`config.mk`:
```
export PLATFORM = sky130hd
export DESIGN_NAME = lpfr_ctrl
export DESIGN_NICKNAME = d
export VERILOG_FILES = /design/src/rtl/lpfr_pkg.sv /design/src/rtl/lpfr_ctrl.sv
export SDC_FILE = /design/constraint.sdc
export NUM_CORES = 1
export LEC_CHECK = 0
export BUFFER_PORTS_ARGS = -buffer_cell sky130_fd_sc_hd__buf_2
export CORE_AREA = 3 3 40 42
export CTS_CLUSTER_DIAMETER = 150
export DETAILED_ROUTE_END_ITERATION = 8
export DIE_AREA = 0 0 43 45
export GPL_TIMING_DRIVEN = 0
export PLACE_DENSITY = 0.5
export SYNTH_ARGS = -nofsm -noshare
export SYNTH_HDL_FRONTEND = slang
export SYNTH_SLANG_ARGS = --single-unit
```
`constraint.sdc`:
```
create_clock -name clk -period 2 [get_ports clk]
set_input_delay 0.4 -clock clk [delete_from_list [all_inputs] [get_ports clk]]
set_output_delay 0.4 -clock clk [all_outputs]
set_load 0.01 [all_outputs]
```
`src/rtl/lpfr_pkg.sv`:
```
// Shared types and constants for the LCD page frame store refresh unit.
package lpfr_pkg;

  // Input request payload
  typedef struct packed {
    logic [1:0] mode;
    logic [6:0] pixel_x;
    logic [5:0] pixel_y;
  } in_item_t;

  // Result payload
  typedef struct packed {
    logic [15:0] spi_word;
    logic        is_data;
    logic [2:0]  page_index;
  } out_item_t;

  // Request modes
  localparam logic [1:0] MODE_TICK  = 2'd0;
  localparam logic [1:0] MODE_PIXEL = 2'd1;
  localparam logic [1:0] MODE_CLEAR = 2'd2;

  // Register map (register index = byte address / 4)
  localparam logic [1:0] REG_ENABLE   = 2'd0;
  localparam logic [1:0] REG_GAP      = 2'd1;
  localparam logic [1:0] REG_COL_CMD  = 2'd2;
  localparam logic [1:0] REG_PAGE_CMD = 2'd3;

  // Register reset values
  localparam logic [15:0] GAP_TICKS_RST    = 16'd2000;
  localparam logic [15:0] COL_CMD_RST      = 16'h0210;
  localparam logic [15:0] PAGE_CMD_RST     = 16'h10B0;

  // Refresh cycle phase
  typedef enum logic [1:0] {
    PH_STREAM = 2'd0,
    PH_GAP1   = 2'd1,
    PH_GAP2   = 2'd2,
    PH_GAP3   = 2'd3
  } phase_t;

  // Controller states
  typedef enum logic [2:0] {
    ST_CLEAR,
    ST_IDLE,
    ST_DISPATCH,
    ST_RD_LO,
    ST_RD_HI,
    ST_EMIT,
    ST_PX_RD,
    ST_PX_WR
  } ctrl_state_t;

  // Controller to datapath commands
  typedef struct packed {
    logic latch_in;
    logic clr_step;
    logic rd_lo;
    logic rd_hi;
    logic px_rd;
    logic px_wr;
    logic load_out;
    logic tick_adv;
  } dp_cmd_t;

  // Datapath to controller status
  typedef struct packed {
    logic [1:0] mode;
    phase_t     phase;
    logic       enable;
    logic       gap_done;
    logic       clr_last;
    logic       out_free;
  } dp_stat_t;

endpackage

```
`src/rtl/lpfr_ctrl.sv`:
```
// Sequencing state machine for the refresh unit: dispatch, memory access order, result hand-off.
module lpfr_ctrl
  import lpfr_pkg::*;
(
  input  logic     clk,
  input  logic     rst_n,
  input  logic     in_valid,
  output logic     in_ready,
  input  dp_stat_t stat,
  output dp_cmd_t  cmd
);

  ctrl_state_t state_r, state_nxt;

  // State register; reset starts the frame store clearing pass
  always_ff @(posedge clk) begin
    if (!rst_n) begin
      state_r <= ST_CLEAR;
    end else begin
      state_r <= state_nxt;
    end
  end

  // Next state and commands
  always_comb begin
    state_nxt = state_r;
    cmd       = '0;
    in_ready  = 1'b0;
    case (state_r)
      ST_CLEAR: begin
        cmd.clr_step = 1'b1;
        if (stat.clr_last) state_nxt = ST_IDLE;
      end
      ST_IDLE: begin
        in_ready = 1'b1;
        if (in_valid) begin
          cmd.latch_in = 1'b1;
          state_nxt    = ST_DISPATCH;
        end
      end
      ST_DISPATCH: begin
        case (stat.mode)
          MODE_TICK: begin
            if (!stat.enable) begin
              state_nxt = ST_IDLE;
            end else if (stat.phase == PH_STREAM) begin
              state_nxt = ST_RD_LO;
            end else if (stat.gap_done && stat.phase != PH_GAP3) begin
              state_nxt = ST_EMIT;
            end else begin
              cmd.tick_adv = 1'b1;
              state_nxt    = ST_IDLE;
            end
          end
          MODE_PIXEL: state_nxt = ST_PX_RD;
          MODE_CLEAR: state_nxt = ST_CLEAR;
          default:    state_nxt = ST_IDLE;
        endcase
      end
      ST_RD_LO: begin
        cmd.rd_lo = 1'b1;
        state_nxt = ST_RD_HI;
      end
      ST_RD_HI: begin
        cmd.rd_hi = 1'b1;
        state_nxt = ST_EMIT;
      end
      ST_EMIT: begin
        // hold the finished word until the output register is free
        if (stat.out_free) begin
          cmd.load_out = 1'b1;
          cmd.tick_adv = 1'b1;
          state_nxt    = ST_IDLE;
        end
      end
      ST_PX_RD: begin
        cmd.px_rd = 1'b1;
        state_nxt = ST_PX_WR;
      end
      ST_PX_WR: begin
        cmd.px_wr = 1'b1;
        state_nxt = ST_IDLE;
      end
      default: state_nxt = ST_IDLE;
    endcase
  end

endmodule

```
==> results of run 1 <==
[routing by layer]
| metal | wire [µm] | track usage | vias up |
|---|---|---|---|
| met1 | 457 | 0.151 | 195 |
| met3 | 57 | 0.0279 | 2 |
| met4 | 6 | 0.0723 | 0 |
| met5 | 0 | 0 | - |
| li1 | - | - | 231 |
| met2 | 428 | 0.141 | 11 |
[critical path: stages, from the launching register on]
cell                      delay [ps]
sky130_fd_sc_hd__dfxtp_1         300
sky130_fd_sc_hd__buf_4           150
sky130_fd_sc_hd__inv_1           110
sky130_fd_sc_hd__nor3_1          250
sky130_fd_sc_hd__a41o_1          190
sky130_fd_sc_hd__buf_2           120
[area by class of cell]
type | instances | area share
clock buffer | 4 | 0.0534
tap | 15 | 0.0382
sequential | 3 | 0.122
buffer | 4 | 0.0763
timing repair buffer | 19 | 0.193
inverter | 5 | 0.0382
multi-input combinational | 41 | 0.478
[worst max-delay path by stage]
stage	start	end	slack [ps]
2_1_floorplan	state_r[2]	cmd[0]	540
3_3_place_gp	stat[2]	cmd[0]	360
3_5_place_dp	stat[2]	cmd[0]	360
4_1_cts	state_r[1]	cmd[0]	230
5_1_grt	state_r[1]	cmd[0]	90
6_report	state_r[1]	cmd[0]	240
[synthesized netlist by cell type]
| cell type | count |
|---|---|
| sky130_fd_sc_hd__a21oi_1 | 3 |
| sky130_fd_sc_hd__and3_1 | 2 |
| sky130_fd_sc_hd__xor2_1 | 1 |
| sky130_fd_sc_hd__nor2_1 | 9 |
| sky130_fd_sc_hd__dfxtp_1 | 3 |
| sky130_fd_sc_hd__inv_1 | 5 |
| sky130_fd_sc_hd__nor3_1 | 7 |
| sky130_fd_sc_hd__a31oi_1 | 1 |
| sky130_fd_sc_hd__buf_4 | 2 |
| sky130_fd_sc_hd__and2_1 | 1 |
| sky130_fd_sc_hd__o22ai_1 | 2 |
| sky130_fd_sc_hd__a2111oi_0 | 1 |
| sky130_fd_sc_hd__mux2i_1 | 1 |
| sky130_fd_sc_hd__buf_6 | 2 |
| sky130_fd_sc_hd__nand2_1 | 5 |
| sky130_fd_sc_hd__a221oi_1 | 1 |
| sky130_fd_sc_hd__a41o_1 | 1 |
| sky130_fd_sc_hd__maj3_1 | 1 |
| sky130_fd_sc_hd__nor2b_1 | 1 |
| sky130_fd_sc_hd__ha_1 | 1 |
| sky130_fd_sc_hd__o21ai_0 | 2 |
| sky130_fd_sc_hd__o311a_1 | 1 |
[report_power, final]
group	total, mW	switching (mW)	internal [mW]
clock network	0.108	0.0330	0.0749
registers	0.0824	0.00545	0.0769
logic	0.285	0.160	0.125
total	0.475	0.198	0.277
[logic make-up after synthesis]
kind of cell    share of synthesized area
fa+ha+maj                          0.0641
simple gates                        0.320
buf+inv                             0.160
xor+xnor                           0.0249
mux                                0.0285
flops                               0.171
compound gates                      0.231
[per-stage QoR]
| step | setup WS, ps | total power [mW] | utilization |
|---|---|---|---|
| 3_5_place_dp | 362 | 0.368 | 0.362 |
| 5_1_grt | 91.4 | 0.525 | 0.383 |
| 2_1_floorplan | 541 | 0.290 | - |
| 3_3_place_gp | 358 | 0.372 | 0.362 |
| 6_report | 238 | 0.475 | 0.383 |
| 4_1_cts | 230 | 0.480 | 0.383 |
==> summary.txt, run 1 <==
Outcome
  – Result of the run: finished, final reports clean

Clock network
  – Number of buffers created by CTS: 3
  – Post-CTS clock slew at the launch and capture registers of the worst setup and hold paths: approximately 40 ps
  – Clock insertion delay at the later pin of the skew report: ~230 ps
  – CTS resizes: 0
  – H-tree level count: 1
  – Clock tree root buffer cell: sky130_fd_sc_hd__clkbuf_4
  – Hold buffer count at CTS: 0
  – Clock tree from TritonCTS: yes
  – Sinks on Clock Net: 3
  – Number of post-CTS setup repair buffers: 0
  – Number of buffers on the longest clock path: 2

Job
  – Number of maximum-capacitance constraint violations: 0

Layout
  – Number of inserted diodes: 0
  – Filler cells: roughly 140
  – Register with the most flip-flops: state_r
  – Final non-filler cell total: a little over 90
  – # nets final: 89
  – Fraction of final layout cells sized beyond drive strength 1: 0.342
  – Leading cell type in the layout, fill and taps excluded: sky130_fd_sc_hd__buf_2
  – Commonest cells after routing, fill and taps aside: sky130_fd_sc_hd__buf_2 (19), sky130_fd_sc_hd__nor2_1 (9), sky130_fd_sc_hd__nor3_1 (7)
  – Regs by FF count: state_r: 3 flops
  – Multi-input logic area: between 200 and 250 µm²
  – Number of flip-flops in the largest register: 3
  – Seq. cell area: 60.1 µm²
  – Area Overhead vs Synth: 39.9%
  – Final cell area excluding filler cells: between 400 and 500 µm²

Place
  – Placed wire-length estimate: between 700 and 800 µm
  – Placed Instance Area: 465 µm²
  – Inst Count DP: 87
  – Gp weighted congestion: slightly above 0.7
  – Port-buffer cells: 19

Drt
  – Via count normalized by instance count: approximately 4.8
  – First-pass detailed-route iteration total: 4
  – DRC violations left: 0
  – Count of nets left with antenna violations after detail routing: 0
  – Initial DRC count: 20
  – Via total after detailed routing: between 400 and 500
  – Detailed-route wire length: 950 µm
  – WL per Instance: 10.4 µm

STA
  – Crit share post-route: 0.881
  – Count of endpoints failing setup in the final report: 0
  – Worst Max-Slew Pin Slew: between 400 and 500 ps
  – Time the worst path needs with I/O delays and setup: around 1800 ps
  – Final count of hold timing violations: 0
  – Unrepaired setup endpoints after global routing: no
  – Final-report max-slew violation count: 0
  – Total negative slack: 0 ps
  – Largest clock skew in the final design: around 1.3 ps
  – Upper clock frequency limit: ~570 MHz
  – Post-route worst hold slack: about 450 ps
  – Tightest slew margin relative to the limit: 0.706

Synthesis
  – Count of synthesis-stage warnings from yosys: 0
  – Synth Register Bits: 3
  – Number of library cell types mapped by synthesis: 22
  – Number of nets produced by synthesis: between 60 and 70
  – Leading post-synthesis cells by cell area: sky130_fd_sc_hd__dfxtp_1 (17%), sky130_fd_sc_hd__nor3_1 (10%), sky130_fd_sc_hd__nor2_1 (9.6%)
  – Average size of a mapped cell: about 6.6 µm²
  – Part of the Yosys area used for sequential elements: 0.171
  – Proportion of netlist area held by the largest area contributor: 0.171
  – Syn Inst Count: 53
  – Post-Synthesis Cell Area: approximately 350 µm²
  – Library cell with the largest summed area after synthesis: sky130_fd_sc_hd__dfxtp_1

Hold path
  – Min-Delay Startpoint: rst_n
  – Endpoint, Worst Hold: state_r[0]
  – Worst hold path depth: 2
  – Hold Path Class: input port to flop

Pwr
  – Leakage: 0.263 nW
  – VDD IR max: 0.000244 V
  – Power density over cell area: around 970 nW/µm²

Global route
  – Wire length of the first global-routing pass: 1.55 mm
  – Residual overflow from global routing: 0
  – Global-route total usage across every layer: 0.107
  – Via count of the first global-routing pass: between 300 and 400
  – Number of antenna violations at the first check in global routing: 0
  – Largest net degree at the start of global routing: 11

Critical path
  – Critical Path AT: between 1000 and 1500 ps
  – Required time worst endpoint: between 1500 and 2000 ps
  – Cell count of the worst reg-to-reg path: 5
  – R2R Path Start: state_r[1]
  – Endpoint of the lowest-slack register-to-register path: state_r[2]
  – Path type of the worst setup path: flop to output port
  – Type of element launching the critical path: flop
  – Critical Path Sink Type: output port
  – Largest fanout on the critical path: 8
  – Register-to-register path setup slack: 760 ps

Floorplanning
  – Die height: 45 µm
  – Area of the die: 1940 µm²
  – DIE WIDTH: 43 µm
  – Core Area: roughly 1300 µm²
  – Number of cell rows: 13
  – Ports: 20
  – Effective utilization at floorplan: 0.274
Note: power is estimated with default switching activity, not from simulation.
==> inputs of run 2 (changes only) <==
- CELL_PAD_IN_SITES_DETAIL_PLACEMENT: default -> 2
- CELL_PAD_IN_SITES_GLOBAL_PLACEMENT: default -> 2
- CORE_AREA: 3 3 40 42 -> default
- CORE_MARGIN: default -> 3
- CORE_UTILIZATION: default -> 19
- DIE_AREA: 0 0 43 45 -> default
- PLACE_DENSITY: 0.5 -> 0.69
- clock period: 2 -> 1.65 ns (I/O delays scaled with it)
==> run 2 against run 1 <==
  * Wire length up 47%
  * Count of clock-buffer cells in the layout unchanged
  * Register-to-register slack worse by 580 ps
  * Largest power group unchanged
==> summary.txt, run 2 (same netlist as run 1, synthesis figures left out) <==
Critical path
  – Critical Path AT: 1250 ps (-110 ps)
  – Register-to-register path setup slack: 180 ps (-580 ps)
  – R2R Path Start: state_r[1]
  – Path type of the worst setup path: flop to output port
  – Largest fanout on the critical path: 4 (-4)
  – Capturing element of the worst setup path: cmd[0]
  – Cell count of the worst reg-to-reg path: 5 (unchanged)
  – CP Launch Point: state_r[1]
  – Required time worst endpoint: 1320 ps (-280 ps)
  – Critical Path Sink Type: output port
  – Endpoint of the lowest-slack register-to-register path: state_r[1]
  – Type of element launching the critical path: flop

Layout
  – Leading cell type in the layout, fill and taps excluded: sky130_fd_sc_hd__buf_2
  – Multi-input logic area: 263 µm² (+12%)
  – Commonest cells after routing, fill and taps aside: sky130_fd_sc_hd__buf_2 (19), sky130_fd_sc_hd__nor2_1 (9), sky130_fd_sc_hd__buf_4 (8)
  – Number of flip-flops in the largest register: 3 (unchanged)
  – # nets final: 96 (+7.9%)
  – Area Overhead vs Synth: 69.4%
  – Post-layout util: 0.366 (-0.0171)
  – Filler cells: 207 (+44%)
  – Regs by FF count: state_r: 3 flops
  – Fraction of final layout cells sized beyond drive strength 1: 0.470 (+0.128)
  – Final cell area excluding filler cells: 596 µm² (+21%)
  – Register with the most flip-flops: state_r
  – Seq. cell area: 61.3 µm² (+2.1%)
  – Number of inserted diodes: 0 (unchanged)

Hold path
  – Hold Path Class: input port to flop

Clock network
  – H-tree level count: 1 (unchanged)
  – Clock insertion delay at the later pin of the skew report: 230 ps (about the same)
  – Clock tree root buffer cell: sky130_fd_sc_hd__clkbuf_4
  – Post-CTS clock slew at the launch and capture registers of the worst setup and hold paths: 40 ps (about the same)
  – Sinks on Clock Net: 3 (unchanged)
  – Number of buffers created by CTS: 3 (unchanged)
  – Clock tree from TritonCTS: yes
  – Number of buffers on the longest clock path: 2 (unchanged)

Place
  – Gp weighted congestion: 0.722 (+1.8%)
  – Port-buffer cells: 19 (unchanged)
  – Placed wire-length estimate: 947 µm (+26%)
  – Placed Instance Area: 477 µm² (+2.4%)

Global route
  – Residual overflow from global routing: 0 (unchanged)
  – Wire length of the first global-routing pass: 2.06 mm (+33%)
  – Global-route total usage across every layer: 0.110 (+0.00289)
  – Largest net degree at the start of global routing: 11 (unchanged)
  – Via count of the first global-routing pass: 471 (+34%)
  – Number of antenna violations at the first check in global routing: 0 (unchanged)

Job
  – Number of maximum-capacitance constraint violations: 0 (unchanged)

STA
  – Count of endpoints failing setup in the final report: 0 (unchanged)
  – Final-report max-slew violation count: 0 (unchanged)
  – Final count of hold timing violations: 0 (unchanged)
  – Post-route worst hold slack: 371 ps (-76.5 ps)
  – Tightest slew margin relative to the limit: 0.640 (-0.0669)
  – Time the worst path needs with I/O delays and setup: between 1500 and 2000 ps
  – Unrepaired setup endpoints after global routing: yes
  – Largest clock skew in the final design: 3.81 ps (+2.56 ps)
  – Worst Max-Slew Pin Slew: 527 ps (+97.9 ps)
  – Crit share post-route: 0.956
  – Upper clock frequency limit: around 630 MHz

Drt
  – DRC violations left: 0 (unchanged)
  – Via count normalized by instance count: 4.57 (-5.3%)
  – Count of nets left with antenna violations after detail routing: 0 (unchanged)
  – Initial DRC count: 0 (-100%)
  – WL per Instance: 13.1 µm (+25%)
  – Detailed-route wire length: 1.40 mm (+47%)
  – Via total after detailed routing: 489 (+11%)
  – First-pass detailed-route iteration total: 1 (-3)

Floorplanning
  – Area of the die: 2400 µm² (+24%)
  – Effective utilization at floorplan: 0.216 (-0.0578)
  – DIE WIDTH: 49.0 µm (+14%)
  – Die height: 49.0 µm (+8.9%)
  – Core Area: 1630 µm² (+27%)
  – Ports: 20 (unchanged)
  – Number of cell rows: 14 (+1)

Outcome
  – Result of the run: finished, final reports clean

Pwr
  – Tot Pwr: 0.707 mW (+49%)
  – VDD IR max: 0.000339 V (+39%)
  – Power density over cell area: 1190 nW/µm² (+23%)
  – Leakage: 0.297 nW (+13%)
[run 2: how the worst min path moves through the flow]
| stage | cells past startpoint | start | end | slack (ps) |
|---|---|---|---|---|
| floorplan | 1 | rst_n | state_r[0] | 460 |
| global placement | 2 | rst_n | state_r[0] | 610 |
| detailed placement | 2 | rst_n | state_r[0] | 600 |
| CTS | 2 | rst_n | state_r[0] | 360 |
| global route | 2 | rst_n | state_r[0] | 370 |
| finish | 2 | rst_n | state_r[0] | 370 |
[run 2: power by group]
part | internal [mW] | switching [mW] | total (mW)
combinational | 0.216 | 0.260 | 0.476
sequential | 0.0944 | 0.00700 | 0.101
clock | 0.0907 | 0.0389 | 0.130
[run 2: layout make-up]
cell class / instances / area share
Sequential cell: 3 / 0.103
Multi-Input combinational cell: 41 / 0.441
Inverter: 5 / 0.0441
Tap cell: 24 / 0.0504
Timing Repair Buffer: 26 / 0.248
Buffer: 4 / 0.0693
Clock buffer: 4 / 0.0441
[run 2: critical path: stages, from the launching register on]
cell and delay [ps]:
sky130_fd_sc_hd__dfxtp_2 310, sky130_fd_sc_hd__buf_6 110, sky130_fd_sc_hd__clkinvlp_4 120, sky130_fd_sc_hd__nor3_4 190, sky130_fd_sc_hd__a41o_1 160, sky130_fd_sc_hd__buf_2 120
[run 2: repair_timing]
| item | in CTS | in global routing |
|---|---|---|
| buffers inserted | 0 | 7 |
| pin swaps | 1 | 3 |
| hold buffers | 0 | 0 |
| endpoints found under the setup margin | 1 | 3 |
| gates resized for setup | 1 | 8 |
| gates cloned | 0 | 0 |
| endpoints found under the hold margin | 0 | 0 |
[run 2: layer usage]
layer | vias up | global-route usage | part of all wire
met5 | - | 0 | 0
met4 | 0 | 0.0569 | 0
met3 | 0 | 0.0275 | 0.041
met2 | 13 | 0.161 | 0.49
met1 | 230 | 0.148 | 0.47
li1 | 246 | - | -
[run 2: stage by stage]
step	std cells	TNS, ps	setup WS, ps
3_3_place_gp	96	0	143
6_report	107	0	71.9
5_1_grt	107	-60.0	-34.3
4_1_cts	100	0	10.9
2_1_floorplan	53	0	261
3_5_place_dp	96	0	144
==> inputs of run 3 (changes only) <==
- PLACE_DENSITY: 0.69 -> default
- PLACE_DENSITY_LB_ADDON: default -> 0.1
- SETUP_SLACK_MARGIN: default -> 0.05
==> run 3 against run 2 <==
  * Clock skew fell by 2.1 ps
  * Setup slack improved by 23 ps
  * Clock power barely moved
  * Critical path type unchanged
==> summary.txt, run 3 (same netlist as run 1, synthesis figures left out) <==
Critical path
  – Register-to-register path setup slack: 390 ps (+210 ps)
  – Largest fanout on the critical path: 10 (+6)
  – Buffering stage count on the worst path with inverters included: 3 (unchanged)
  – Critical Path Sink Type: output port
  – Cell family with most CP delay: buffers and inverters
  – Critical Path AT: 1230 ps (-20 ps)
  – Delay of the slowest cell on the worst path: 300 ps (about the same)
  – Cells traversed along the worst timing path: buf_6, inv_1, nor3_2, a41o_1, buf_2
  – Slowest cell on crit path: sky130_fd_sc_hd__dfxtp_1
  – Required time worst endpoint: 1320 ps (about the same)
  – Path type of the worst setup path: flop to output port
  – Type of element launching the critical path: flop

Layout
  – Number of flip-flops in the largest register: 3 (unchanged)
  – Area Overhead vs Synth: 53.7%
  – Leading cell type in the layout, fill and taps excluded: sky130_fd_sc_hd__buf_2
  – # nets final: 91 (-5.2%)
  – Regs by FF count: state_r: 3 flops
  – Post-layout util: 0.332 (-0.0338)
  – Filler cells: 212 (+2.4%)
  – Final cell area excluding filler cells: 541 µm² (-9.2%)
  – Fraction of final layout cells sized beyond drive strength 1: 0.397 (-0.0724)
  – Register with the most flip-flops: state_r
  – Number of inserted diodes: 0 (unchanged)
  – Commonest cells after routing, fill and taps aside: sky130_fd_sc_hd__buf_2 (19), sky130_fd_sc_hd__nor2_1 (9), sky130_fd_sc_hd__nor3_1 (5), sky130_fd_sc_hd__nand2_1 (5), sky130_fd_sc_hd__inv_1 (4)
  – Final non-filler cell total: 102 (-4.7%)

Pwr
  – Power share of the combinational group: 0.632 (-0.041)
  – Net Sw Power: 0.271 mW (-11%)
  – Switching portion of total power: 0.433 (about the same)
  – VDD IR max: 0.000324 V (-4.2%)
  – Internal cell power: 0.355 mW (-11%)
  – Clock power share: 0.207 (+0.024)
  – Sequential share of power: 0.161 (+0.018)
  – Tot Pwr: 0.626 mW (-11%)
  – Power density over cell area: 1160 nW/µm² (-2.5%)
  – Leakage: 0.278 nW (-6.5%)

STA
  – Total negative slack: 0 ps (unchanged)
  – Final count of hold timing violations: 0 (unchanged)
  – Crit share post-route: 0.942 (-0.0140)
  – Count of endpoints failing setup in the final report: 0 (unchanged)
  – Worst Max-Slew Pin Slew: 477 ps (-49.6 ps)
  – Time the worst path needs with I/O delays and setup: 1560 ps (-23.1 ps)
  – Unrepaired setup endpoints after global routing: yes
  – Tightest slew margin relative to the limit: 0.673 (+0.0339)
  – Final-report max-slew violation count: 0 (unchanged)
  – Upper clock frequency limit: 643 MHz (+1.5%)
  – Largest clock skew in the final design: 1.69 ps (-2.13 ps)

Clock network
  – Clock insertion delay at the later pin of the skew report: 230 ps (about the same)
  – Clock tree from TritonCTS: yes
  – Clock tree root buffer cell: sky130_fd_sc_hd__clkbuf_4
  – H-tree level count: 1 (unchanged)
  – Post-CTS clock slew at the launch and capture registers of the worst setup and hold paths: 40 ps (about the same)
  – Sinks on Clock Net: 3 (unchanged)
  – Number of buffers created by CTS: 3 (unchanged)
  – Number of buffers on the longest clock path: 2 (unchanged)

Place
  – Gp weighted congestion: 0.675 (-6.4%)
  – Placed Instance Area: 477 µm² (unchanged)
  – Placed wire-length estimate: 965 µm (+1.9%)
  – Port-buffer cells: 19 (unchanged)
  – Inst Count DP: 96 (unchanged)

Drt
  – Initial DRC count: 4 (+4)
  – Via count normalized by instance count: 4.66 (+1.9%)
  – Detailed-route wire length: 1.23 mm (-13%)
  – First-pass detailed-route iteration total: 4 (+3)
  – WL per Instance: 12.0 µm (-8.2%)
  – DRC violations left: 0 (unchanged)
  – Via total after detailed routing: 475 (-2.9%)
  – Count of nets left with antenna violations after detail routing: 0 (unchanged)

Hold path
  – Hold Path Class: input port to flop

Global route
  – Number of antenna violations at the first check in global routing: 0 (unchanged)
  – Wire length of the first global-routing pass: 1.93 mm (-6.4%)
  – Residual overflow from global routing: 0 (unchanged)
  – Largest net degree at the start of global routing: 11 (unchanged)
  – Via count of the first global-routing pass: 453 (-3.8%)
  – Global-route total usage across every layer: 0.103 (-0.00707)

Floorplanning
  – Die height: 49.0 µm (unchanged)
  – Effective utilization at floorplan: 0.216 (unchanged)
  – Core Area: 1630 µm² (unchanged)
  – Area of the die: 2400 µm² (unchanged)
  – DIE WIDTH: 49.0 µm (unchanged)
  – Ports: 20 (unchanged)
  – Number of cell rows: 14 (unchanged)

Job
  – Number of maximum-capacitance constraint violations: 0 (unchanged)

Outcome
  – Result of the run: finished, final reports clean
## run 3: layout make-up
class,instances,area [µm²],area share
multi-input cells,41,251,0.465
repair buffers,21,110,0.204
inverters,5,21.3,0.0394
plain buffers,4,41.3,0.0764
flip-flops and latches,3,60.1,0.111
clock buffers,4,26.3,0.0486
well taps,24,30.0,0.0556
## run 3: layer usage
layer / routed length [µm] / GRT usage
met3: 76 / 0.0336
met2: 509 / 0.140
met1: 617 / 0.140
met5: 0 / 0
met4: 21 / 0.0569
## run 3: metrics by stage
stage	hold slack, ps	setup WS [ps]
finish	366	95.0
floorplan	461	261
global placement	612	146
CTS	362	81.3
detailed placement	610	146
global route	367	19.4
## run 3: path summary, 6_finish.rpt
path | start | end | cells after the start
hold / removal | rst_n | state_r[0] | 2
setup / recovery | state_r[2] | cmd[0] | 5
hold reg to reg | state_r[2] | state_r[0] | 2
setup reg to reg | state_r[2] | state_r[2] | 5
## run 3: worst reg2reg max path: cells and delay by family (launching register included)
family	cells	cell delay [ps]
compound gates	3	550
buf+inv	2	300
flops	1	300
## run 3: power by group through the flow
stage | clock network, mW | logic [mW] | registers (mW)
2_1_floorplan | 0 | 0.252 | 0.0995
3_3_place_gp | 0 | 0.361 | 0.0999
3_5_place_dp | 0 | 0.361 | 0.101
4_1_cts | 0.135 | 0.370 | 0.100
5_1_grt | 0.143 | 0.441 | 0.102
6_report | 0.130 | 0.396 | 0.101
## run 3: timing repair
action | 4_1_cts | 5_1_grt
setup endpoints to repair | 2 | 1
setup buffers | 0 | 2
gates resized for setup | 3 | 3
hold buffers | 0 | 0
pin swaps | 2 | 2
